===== config.mk =====
export PLATFORM = sky130hd
export DESIGN_NAME = para_ctrl
export DESIGN_NICKNAME = d
export VERILOG_FILES = /design/src/design/para_pkg.sv /design/src/design/para_ctrl.sv
export SDC_FILE = /design/constraint.sdc
export NUM_CORES = 1
export LEC_CHECK = 0
export BUFFER_PORTS_ARGS = -buffer_cell sky130_fd_sc_hd__buf_2
export CAP_MARGIN = 0
export CORE_UTILIZATION = 57
export DETAILED_ROUTE_END_ITERATION = 16
export GPL_TIMING_DRIVEN = 0
export HOLD_SLACK_MARGIN = 0.1
export PLACE_DENSITY = 0.82
export SLEW_MARGIN = 20
export SYNTH_ARGS = -nofsm -noshare
export SYNTH_HDL_FRONTEND = slang
export SYNTH_SLANG_ARGS = --single-unit
export TNS_END_PERCENT = 30

===== constraint.sdc =====
create_clock -name clk -period 2.2 [get_ports clk]
set_input_delay 0.44 -clock clk [delete_from_list [all_inputs] [get_ports clk]]
set_output_delay 0.44 -clock clk [all_outputs]
set_load 0.01 [all_outputs]

===== src/design/para_pkg.sv =====
`timescale 1ns / 1ps
`default_nettype none
// ----------------------------------------------------------------------------
// para_pkg
// Shared widths, command and status codes, and controller/datapath link types
// for the per-address signal-strength accumulator.
// ----------------------------------------------------------------------------
package para_pkg;

    // Default table depth and the most results one dump can produce.
    localparam int ENTRIES_DEFAULT = 64;
    localparam int MAX_RESULTS     = 64;

    // Field widths.
    localparam int CMD_W    = 2;
    localparam int ADDR_W   = 48;
    localparam int RSSI_W   = 8;
    localparam int SUM_W    = 24;
    localparam int CNT_W    = 16;
    localparam int STATUS_W = 3;
    localparam int INDEX_W  = 6;

    localparam logic [CNT_W-1:0] CNT_MAX = {CNT_W{1'b1}};

    // Request command codes.
    localparam logic [CMD_W-1:0] CMD_OBSERVE = 2'd0;
    localparam logic [CMD_W-1:0] CMD_CLEAR   = 2'd1;
    localparam logic [CMD_W-1:0] CMD_DUMP    = 2'd2;

    // Result status codes.
    localparam logic [STATUS_W-1:0] ST_UPDATED    = 3'd0;
    localparam logic [STATUS_W-1:0] ST_ADDED      = 3'd1;
    localparam logic [STATUS_W-1:0] ST_DROPPED    = 3'd2;
    localparam logic [STATUS_W-1:0] ST_CLEARED    = 3'd3;
    localparam logic [STATUS_W-1:0] ST_DUMP_ENTRY = 3'd4;
    localparam logic [STATUS_W-1:0] ST_DUMP_EMPTY = 3'd5;

    // Commands from the controller to the datapath.
    typedef struct packed {
        logic load;       // latch the accepted request payload
        logic rd_en;      // read the table at rd_addr
        logic hit;        // update the matched slot and capture it
        logic add;        // append a new entry at add_addr
        logic drop;       // capture a table-full report
        logic clear_rpt;  // capture a cleared report
        logic empty_rpt;  // capture an empty-dump report
        logic dump_cap;   // capture the slot just read for a dump
        logic last;       // last flag for a dump capture
        logic div_start;  // start averaging the captured slot
        logic emit;       // move the captured result into the output register
    } para_cmd_t;

    // Status from the datapath to the controller.
    typedef struct packed {
        logic match;      // read data valid and address equal to the request
        logic rd_vld;     // a table read is returning this cycle
        logic div_done;   // average is ready
        logic out_free;   // output register can take a result
    } para_stat_t;

endpackage
`default_nettype wire


===== src/design/para_ctrl.sv =====
`timescale 1ns / 1ps
`default_nettype none
// ----------------------------------------------------------------------------
// para_ctrl
// Controller: request decode, table search sequencing, fill count, dump
// walk and result hand-off.
// ----------------------------------------------------------------------------
module para_ctrl #(
    parameter int ENTRIES = para_pkg::ENTRIES_DEFAULT,
    parameter int IDX_W   = (ENTRIES > 1) ? $clog2(ENTRIES) : 1,
    parameter int USED_W  = $clog2(ENTRIES + 1)
) (
    input  wire logic                        clk,
    input  wire logic                        rst_n,
    input  wire logic                        req_valid,
    input  wire logic [para_pkg::CMD_W-1:0]  req_cmd,
    output logic                             req_ready,
    input  wire para_pkg::para_stat_t        stat,
    output para_pkg::para_cmd_t              cmd,
    output logic [IDX_W-1:0]                 rd_addr,
    output logic [IDX_W-1:0]                 add_addr
);
    typedef enum logic [2:0] {
        S_IDLE,
        S_SEARCH,
        S_DRD,
        S_DCAP,
        S_DIVGO,
        S_DIVWAIT,
        S_EMIT
    } state_t;

    state_t             state_reg, state_next;
    logic [USED_W-1:0]  used_reg, used_next;
    logic [USED_W-1:0]  issue_reg, issue_next;
    logic [USED_W-1:0]  dump_idx_reg, dump_idx_next;
    logic               dump_reg, dump_next;

    logic [USED_W-1:0]  dump_lim;
    logic               dump_last;

    // A dump reports at most the result limit.
    assign dump_lim  = (ENTRIES > para_pkg::MAX_RESULTS &&
                        used_reg > USED_W'(para_pkg::MAX_RESULTS))
                       ? USED_W'(para_pkg::MAX_RESULTS) : used_reg;
    assign dump_last = ((dump_idx_reg + USED_W'(1)) == dump_lim);

    assign req_ready = (state_reg == S_IDLE);
    assign add_addr  = used_reg[IDX_W-1:0];
    assign rd_addr   = (state_reg == S_DRD) ? dump_idx_reg[IDX_W-1:0]
                                            : issue_reg[IDX_W-1:0];

    // Next-state and command decode.
    always_comb
    begin
        state_next    = state_reg;
        used_next     = used_reg;
        issue_next    = issue_reg;
        dump_idx_next = dump_idx_reg;
        dump_next     = dump_reg;
        cmd           = '0;

        case (state_reg)
            S_IDLE:
            begin
                if (req_valid)
                begin
                    cmd.load = 1'b1;
                    case (req_cmd)
                        para_pkg::CMD_OBSERVE:
                        begin
                            issue_next = '0;
                            dump_next  = 1'b0;
                            state_next = S_SEARCH;
                        end
                        para_pkg::CMD_CLEAR:
                        begin
                            used_next     = '0;
                            cmd.clear_rpt = 1'b1;
                            dump_next     = 1'b0;
                            state_next    = S_EMIT;
                        end
                        para_pkg::CMD_DUMP:
                        begin
                            if (used_reg == '0)
                            begin
                                cmd.empty_rpt = 1'b1;
                                dump_next     = 1'b0;
                                state_next    = S_EMIT;
                            end
                            else
                            begin
                                dump_idx_next = '0;
                                dump_next     = 1'b1;
                                state_next    = S_DRD;
                            end
                        end
                        default:
                        begin
                            state_next = S_IDLE;
                        end
                    endcase
                end
            end

            // One slot read per cycle; the compare acts on the read data in the cycle after the read.
            S_SEARCH:
            begin
                if (stat.match)
                begin
                    cmd.hit    = 1'b1;
                    state_next = S_DIVGO;
                end
                else if (issue_reg != used_reg)
                begin
                    cmd.rd_en  = 1'b1;
                    issue_next = issue_reg + USED_W'(1);
                end
                else if (!stat.rd_vld)
                begin
                    if (used_reg < USED_W'(ENTRIES))
                    begin
                        cmd.add   = 1'b1;
                        used_next = used_reg + USED_W'(1);
                    end
                    else
                    begin
                        cmd.drop = 1'b1;
                    end
                    state_next = S_EMIT;
                end
            end

            S_DRD:
            begin
                cmd.rd_en  = 1'b1;
                state_next = S_DCAP;
            end

            S_DCAP:
            begin
                cmd.dump_cap = 1'b1;
                cmd.last     = dump_last;
                state_next   = S_DIVGO;
            end

            S_DIVGO:
            begin
                cmd.div_start = 1'b1;
                state_next    = S_DIVWAIT;
            end

            S_DIVWAIT:
            begin
                if (stat.div_done)
                begin
                    state_next = S_EMIT;
                end
            end

            // Hand the result over once the output register is free.
            S_EMIT:
            begin
                if (stat.out_free)
                begin
                    cmd.emit = 1'b1;
                    if (dump_reg && !dump_last)
                    begin
                        dump_idx_next = dump_idx_reg + USED_W'(1);
                        state_next    = S_DRD;
                    end
                    else
                    begin
                        state_next = S_IDLE;
                    end
                end
            end

            default:
            begin
                state_next = S_IDLE;
            end
        endcase
    end

    // State and control registers.
    always_ff @(posedge clk or negedge rst_n)
    begin
        if (!rst_n)
        begin
            state_reg    <= S_IDLE;
            used_reg     <= '0;
            issue_reg    <= '0;
            dump_idx_reg <= '0;
            dump_reg     <= 1'b0;
        end
        else
        begin
            state_reg    <= state_next;
            used_reg     <= used_next;
            issue_reg    <= issue_next;
            dump_idx_reg <= dump_idx_next;
            dump_reg     <= dump_next;
        end
    end

endmodule
`default_nettype wire


==> Yosys cells after proc, flatten, opt, wreduce, memory -nomap -nowiden <==
Index checks and enable logic that the tools add are counted.
W data, S select, Z words.
{ "op_classes": {"addsub": 3, "n_lt_le_gt_ge": 1, "eq_ne": 25, "mux": 52, "n_reduce_logical": 14} }
{ "op_table": {"columns": ["operator", "n"], "rows": [
  ["$mux W7", 15],
  ["$pmux W7 S2", 3],
  ["$mux W3", 8],
  ["$add A7 B1 Y7 const B", 3],
  ["$pmux W3 S7", 1],
  ["$ne A2 B2 Y1 const B", 10],
  ["$mux W1", 14],
  ["$mux W2", 7],
  ["$reduce_and A5 Y1", 2],
  ["$eq A3 B3 Y1 const B", 3],
  ["$pmux W3 S3", 1],
  ["$eq A7 B7 Y1", 1],
  ["$logic_not A7 Y1", 1],
  ["$lt A7 B7 Y1 const B", 1],
  ["$ne A7 B7 Y1", 1],
  ["$reduce_and A7 Y1", 1],
  ["$eq A3 B2 Y1 const B", 2],
  ["$mux W6", 1],
  ["$ne A2 B1 Y1 const B", 3],
  ["$ne A3 B3 Y1 const B", 2],
  ["$reduce_and A6 Y1", 1],
  ["$reduce_bool A2 Y1", 3],
  ["$pmux W1 S2", 2],
  ["$eq A3 B1 Y1 const B", 1],
  ["8 further kinds", 8]
]} }
{ "totals": {"reg_bits": 25, "inputBits": 9, "out_inout_bits": 24, "elab_cells": 100} }

==> Longest topological paths before layout <==
Gate-level depths: netlist (run 1).
{ "depth": {"word_depth": 7, "ltp_mapped": 10, "ltp_nobuf": 8} }

==> Worst setup path before layout (run 1) <==
Ideal clock, no wire load.
{ "synth_path": {"path_kind": "flip-flop to output port", "start": "reg dump_idx_reg[0]", "end": "out cmd[2] (netlist name)", "arrival_time_ns": 1.748, "t_required_ns": 1.760, "setup_slack_ns": 0.012, "path_stages_with_launch": 7, "path_buffers": 0, "cell_sequence": "dfrtp_1 ha_1 xor2_1 o2111ai_1 o21ai_1 or3_1 nor2_1"} }
{ "synth_lines": {"columns": ["element", "line", "rtl"], "rows": [
  ["start: declaration", "para_ctrl.sv:36", "logic [USED_W-1:0] dump_idx_reg, dump_idx_next;"],
  ["start signal: assignment", "para_ctrl.sv:202", "dump_idx_reg <= dump_idx_next;"],
  ["end: declaration", "para_ctrl.sv:19", "output para_pkg::para_cmd_t cmd,"]
]} }

==> results of run 1 <==
cell families (layout without fill, tap and decap cells):
group / count (synthesis) / count (layout)
and+or+nand+nor: 87 / 87
AOI/OAI and AO/OA: 49 / 49
buffers and inverters: 31 / 91
DFF: 25 / 25
xor gates and xnor gates: 23 / 23
adders and majority gates: 9 / 9
muxes: 9 / 9
per-layer routing:
metal / part of all wire, % / up-vias / GRT usage [%] / wire length [um]
met5: 0 / - / 0 / 0
met4: 7.0 / 0 / 13.1 / 502
met2: 48 / 125 / 52.5 / 3430
met3: 6.6 / 41 / 3.08 / 472
met1: 38 / 1047 / 37.2 / 2720
li1: - / 950 / - / -
cells in the final DEF, fill, tap and decap left out, drive strengths merged, types with 2 or more instances in the layout:
master  count
mux2        8
o41ai       4
o21ai      16
nor2b       2
a41oi       2
xor2        7
or3         3
inv         9
nand3b      3
clkbuf      4
nand3       8
dfrtp      25
nand4       3
nor3b       2
a31oi       3
a21o        2
nor4        3
xnor2      16
buf        76
o211ai      3
nor2       17
and4        2
nand2      17
and3        5
nand2b      2
nor3       10
o22ai       2
and2        4
ha          9
a21oi       6
and3b       2
power groups by stage:
stage / logic [mW] / registers [mW] / clock network [mW]
floorplan: 0.880 / 0.619 / 0
global placement: 1.11 / 0.641 / 0
detailed placement: 1.14 / 0.647 / 0
CTS: 1.38 / 0.636 / 0.295
global route: 1.82 / 0.654 / 0.330
finish: 1.74 / 0.649 / 0.299
worst paths after layout:
check                                            start                           to  slack [ns]  depth (start not counted)
setup / recovery           dump_idx_reg[1]$_DFFE_PN0P_                       cmd[2]       -0.32                          7
hold / removal                                   rst_n      dump_lim[5]$_DFFE_PN0P_        0.14                          1
setup reg to reg           dump_idx_reg[1]$_DFFE_PN0P_     state_reg[1]$_DFFE_PN0P_       -0.02                          8
hold reg to reg            dump_idx_reg[6]$_DFFE_PN0P_  dump_idx_reg[6]$_DFFE_PN0P_        0.50                          1
max in group asynchronous                        rst_n     state_reg[0]$_DFFE_PN0P_        1.62                          1
min in group clk           dump_idx_reg[6]$_DFFE_PN0P_  dump_idx_reg[6]$_DFFE_PN0P_        0.50                          1
critical path: stages, from the launching register on:
cell	delay, ns
dfrtp_2	0.44
ha_4	0.24
xor2_1	0.14
nor2_1	0.16
o211ai_1	0.20
or3_4	0.39
nor2_1	0.10
buf_2	0.13
timing repair:
item	CTS	global route
hold buffers	0	0
resized for setup	28	33
endpoints found under the setup margin	19	11
cloned	0	0
pin swaps	9	9
buffers inserted	9	16
cell type report:
class	instances	share of cell area (%)
Multi-Input combinational cell	177	53.0
Sequential cell	25	22.0
Timing Repair Buffer	57	14.0
Buffer	20	6.01
Tap cell	46	2.00
Clock buffer	3	1.44
Inverter	10	1.35
Clock inverter	1	0.261
stage by stage:
| step | setup WS [ns] | cells |
|---|---|---|
| after global routing | -0.390 | 339 |
| after detailed placement | -0.294 | 311 |
| final | -0.322 | 339 |
| after CTS | -0.272 | 323 |
| after global placement | -0.258 | 311 |
| after floorplan | 0.0119 | 233 |
==> flow_summary.yaml, run 1 <==
run_status:
  status: "complete, but fails checks"
  violations: "setup timing"
cts:
  insertion_delay_ns: 0.28
  cts_sinks: 25
  path_clk_slew_ns: 0.11
  cts_tree: "yes"
  cts_buffers: 3
  clockRootBuffer: "clkbuf_8"
  cts.htree.levels: 1
  clockBufferDepth: 2
power:
  power_density_mw_per_mm2: 933
  vdd_drop_max_uv: 1020
  power.total_mw: 2.68
  p_switching_mw: 1.23
  internal_power_mw: 1.45
  power.leakage_nw: 1.31
  p_comb_share_pct: 64.7
  seq_power_share_pct: 24.2
  power_frac_clock_pct: 11.2
  p_sw_share_pct: 46.0
synth:
  synth_nets: 251
  synthCells: 233
  synth.area.mux_share_pct: 4.65
  synthAdderAreaFrac_pct: 5.23
  avgSynthCellArea_um2: 9.25
  yosysWarningCount: 0
  synth_top_cell_area_share_pct: 29.0
  synth_cell_type_count: 68
  synth_compound_area_share_pct: 18.1
  yosys.area_share.simple_pct: 24.9
  ys_top_cells_by_area: "dfrtp_1 (29%), xnor2_1 (6.5%), ha_1 (5.2%)"
  synth_most_common_cell: "dfrtp_1"
  ys_ff_latch: 25
  async_reset_ff_share_pct: 100
  synthXorXnorAreaFrac_pct: 9.35
  synth_common_cells: "dfrtp_1 (25), nor2_1 (17), xnor2_1 (16)"
  yosysTopAreaCell: "dfrtp_1"
  seq_area_frac_synth_pct: 29.0
  synth.cell_area_mm2: 0.00215
  synth_edf_count: 0
  synth_flop_cell: "dfrtp_1"
  synth_top_family_by_area: "simple AND/OR/NAND/NOR gates"
job:
  drv_cap: 0
global_routing:
  antenna_found_initial: 0
  grt_max_degree: 26
  grt_usage_pct: 30.1
  grt_pass1_wl_um: 9360
  first_global_vias: 1937
  grt.overflow.total: 0
finish:
  area_growth_pct: 33.4
  design_area_mm2: 0.00288
  num_antenna_cells: 0
  multiInputGateArea_mm2: 0.00152
  register_area_um2: 633
  drive_gt1_share_pct: 45.4
  final_nets: 312
  fillers: 212
  finish.utilization_pct: 82.9
place:
  dpl.hpwl_um: 3630
  place_area_mm2: 0.00237
  place.gp.congestion: 0.850
  port_buffers: 32
timing:
  setup_ws_ns: -0.322
  hold_violations: 0
  max-slew-margin-rel_pct: 49.6
  setup_violations: 8
  worst_slew_pin_slew_ns: 0.749
  layout_min_cycle_time_ns: 2.52
  holdWs_ns: 0.143
  finalClockSkew_ns: 0.0104
  max_freq_mhz: 396
  maxSlewViolCount: 0
  tns_ns: -0.823
  grt_setup_unrepaired: "true"
  fin_crit_sh_pct: 115
setup_path:
  critPathKind: "flip-flop to primary output"
  start_kind: "flip-flop"
  crit_path_max_fanout: 2
  cp-end-kind: "primary output"
  arrival_ns: 2.08
  cp.required_ns: 1.76
die:
  ioPinCount: 33
  core.rowCount: 21
  coreArea_mm2: 0.00347
  design.die.area_mm2: 0.00403
  die_w_um: 63.5
  start_util_pct: 62.1
  die_y_um: 63.5
route:
  drcViolationCount: 0
  wire_per_inst_um: 21.0
  vias: 2163
  drt_iter0_markers: 177
  ant_nets: 0
  drt_pass1_iterations: 5
  viasPerCell: 6.38
  wl_um: 7130
hold_path:
  hold_class: "input pin to async pin"
Note: power is estimated with default switching activity, not from simulation.
==> run 2, diff against run 1 <==
--- a/config.mk
+++ b/config.mk
@@ -7,11 +7,13 @@
 export LEC_CHECK = 0
 export BUFFER_PORTS_ARGS = -buffer_cell sky130_fd_sc_hd__buf_2
 export CAP_MARGIN = 0
-export CORE_UTILIZATION = 57
+export CELL_PAD_IN_SITES_DETAIL_PLACEMENT = 0
+export CELL_PAD_IN_SITES_GLOBAL_PLACEMENT = 1
+export CORE_UTILIZATION = 44
 export DETAILED_ROUTE_END_ITERATION = 16
 export GPL_TIMING_DRIVEN = 0
 export HOLD_SLACK_MARGIN = 0.1
-export PLACE_DENSITY = 0.82
+export PLACE_DENSITY = 0.83
 export SLEW_MARGIN = 20
 export SYNTH_ARGS = -nofsm -noshare
 export SYNTH_HDL_FRONTEND = slang
==> flow_summary.yaml, run 2 (synthesis results as in run 1) <==
cts:
  cts_tree: "yes"
  clockRootBuffer: "clkbuf_8"
  cts_sinks: 25
  postCtsHoldBufs: 0
  cts.htree.levels: 1
  path_clk_slew_ns: 0.10
  insertion_delay_ns: 0.28
  clockBufferDepth: 2
  cts_buffers: 3
die:
  ioPinCount: 33
  die_w_um: 72.0
  coreArea_mm2: 0.00472
  die_y_um: 72.0
  core.rowCount: 25
  design.die.area_mm2: 0.00518
  start_util_pct: 45.6
global_routing:
  first_global_vias: 1843
  grt_max_degree: 26
  grt.overflow.total: 0
  antenna_found_initial: 0
  grt_pass1_wl_um: 8910
  grt_usage_pct: 22.2
route:
  vias: 1909
  viasPerCell: 5.35
  drt_iter0_markers: 76
  drt_pass1_iterations: 4
  wl_um: 5480
  wire_per_inst_um: 15.4
  ant_nets: 0
  drcViolationCount: 0
setup_path:
  r2r_end: "dump_idx_reg[4]$_DFFE_PN0P_"
  rr_startpoint: "dump_lim[2]$_DFFE_PN0P_"
  crit_buf_inv: 1
  crit_slowest_cell: "dfrtp_2"
  crit_path_max_fanout: 5
  crit_family: "simple AND/OR/NAND/NOR gates"
  arrival_ns: 1.94
  reg2regPathDepth: 9
  critPathMaxStageDelay_ns: 0.40
  cp-end-kind: "primary output"
  r2r_setup_slack_ns: 0.05
  critPathKind: "flip-flop to primary output"
  cp.required_ns: 1.76
  crit_path_cell_trace: "ha_4 > and3_4 > nand3_4 > xnor2_4 > or3_4 > nor2_1 > buf_2"
  start_kind: "flip-flop"
power:
  internal_power_mw: 1.38
  p_switching_mw: 1.06
  power.total_mw: 2.45
  p_comb_share_pct: 61.4
  p_sw_share_pct: 43.5
  power.leakage_nw: 1.28
  power_density_mw_per_mm2: 875
  seq_power_share_pct: 26.5
  power_frac_clock_pct: 12.1
  vdd_drop_max_uv: 676
run_status:
  status: "complete, but fails checks"
  violations: "setup timing"
timing:
  fin_crit_sh_pct: 108
  max_freq_mhz: 420
  worst_slew_pin_slew_ns: 0.731
  finalClockSkew_ns: 0.00599
  layout_min_cycle_time_ns: 2.38
  maxSlewViolCount: 0
  setup_violations: 6
  max-slew-margin-rel_pct: 50.8
  hold_violations: 0
  grt_setup_unrepaired: "true"
  setup_ws_ns: -0.181
finish:
  num_antenna_cells: 0
  layout_common_cells: "buf_4 (32), buf_2 (32), dfrtp_1 (19), nor2_1 (16), nand2_1 (15)"
  drive_gt1_share_pct: 44.1
  area_growth_pct: 29.8
  final_nets: 309
job:
  drv_cap: 0
place:
  post-place-ws_ns: -0.281
  port_buffers: 32
  place.gp.congestion: 0.789
  dpl.hpwl_um: 3760
hold_path:
  hold_class: "input pin to async pin"
==> run 2: cell types whose count changed in the layout (fill, tap and decap cells not counted), sizes merged <==
cell / change
buf: -4
clkbuf: +1
clkinv: +1
clkinvlp: -1
==> run 2: worst max-delay path by stage <==
stage,start,end,slack [ns],cells after the start
floorplan,dump_idx_reg[0]$_DFFE_PN0P_,cmd[2],0.01,6
global placement,dump_idx_reg[0]$_DFFE_PN0P_,cmd[2],-0.27,7
detailed placement,dump_idx_reg[0]$_DFFE_PN0P_,cmd[2],-0.28,7
CTS,dump_idx_reg[1]$_DFFE_PN0P_,cmd[2],-0.24,7
global route,dump_idx_reg[1]$_DFFE_PN0P_,cmd[2],-0.26,7
finish,dump_idx_reg[1]$_DFFE_PN0P_,cmd[2],-0.18,7
==> run 2: routing by layer <==
layer | vias to the layer above | routed length [um] | track usage (%)
met4 | 0 | 94 | 5.88
met3 | 9 | 105 | 1.81
li1 | 946 | - | -
met2 | 20 | 2810 | 39.1
met1 | 934 | 2470 | 29.5
met5 | - | 0 | 0
==> run 2: area by class of cell <==
cell class | instances | area [um^2]
Buffer | 20 | 173
Clock inverter | 1 | 5.00
Sequential cell | 25 | 633
Inverter | 10 | 38.8
Fill cell | 440 | 1930
Clock buffer | 3 | 41.3
Timing Repair Buffer | 54 | 329
Multi-Input combinational cell | 177 | 1490
Tap cell | 67 | 83.8
==> run 2: what timing repair did <==
action	4_1_cts	5_1_grt
pin swaps	11	12
gates resized for setup	32	10
setup buffers	16	6
endpoints found under the setup margin	19	15
==> run 2: power by group through the flow <==
stage          sequential, mW  combinational (mW)  clock [mW]
6_report                0.649                1.50       0.295
3_3_place_gp            0.647                1.13           0
2_1_floorplan           0.619               0.880           0
5_1_grt                 0.657                1.63       0.315
4_1_cts                 0.639                1.44       0.301
3_5_place_dp            0.650                1.15           0
==> run 2: stage by stage <==
stage / hold slack [ns] / area (um^2) / utilization (%) / cells / setup TNS (ns)
6_report: 0.151 / 2800 / 59.2 / 357 / -0.260
5_1_grt: 0.206 / 2800 / 59.2 / 357 / -1.10
4_1_cts: 0.174 / 2700 / 57.2 / 351 / -0.241
3_5_place_dp: 0.486 / 2400 / 50.8 / 332 / -1.18
3_3_place_gp: 0.482 / 2400 / 50.8 / 332 / -0.901
2_1_floorplan: 0.144 / 2150 / - / 233 / 0
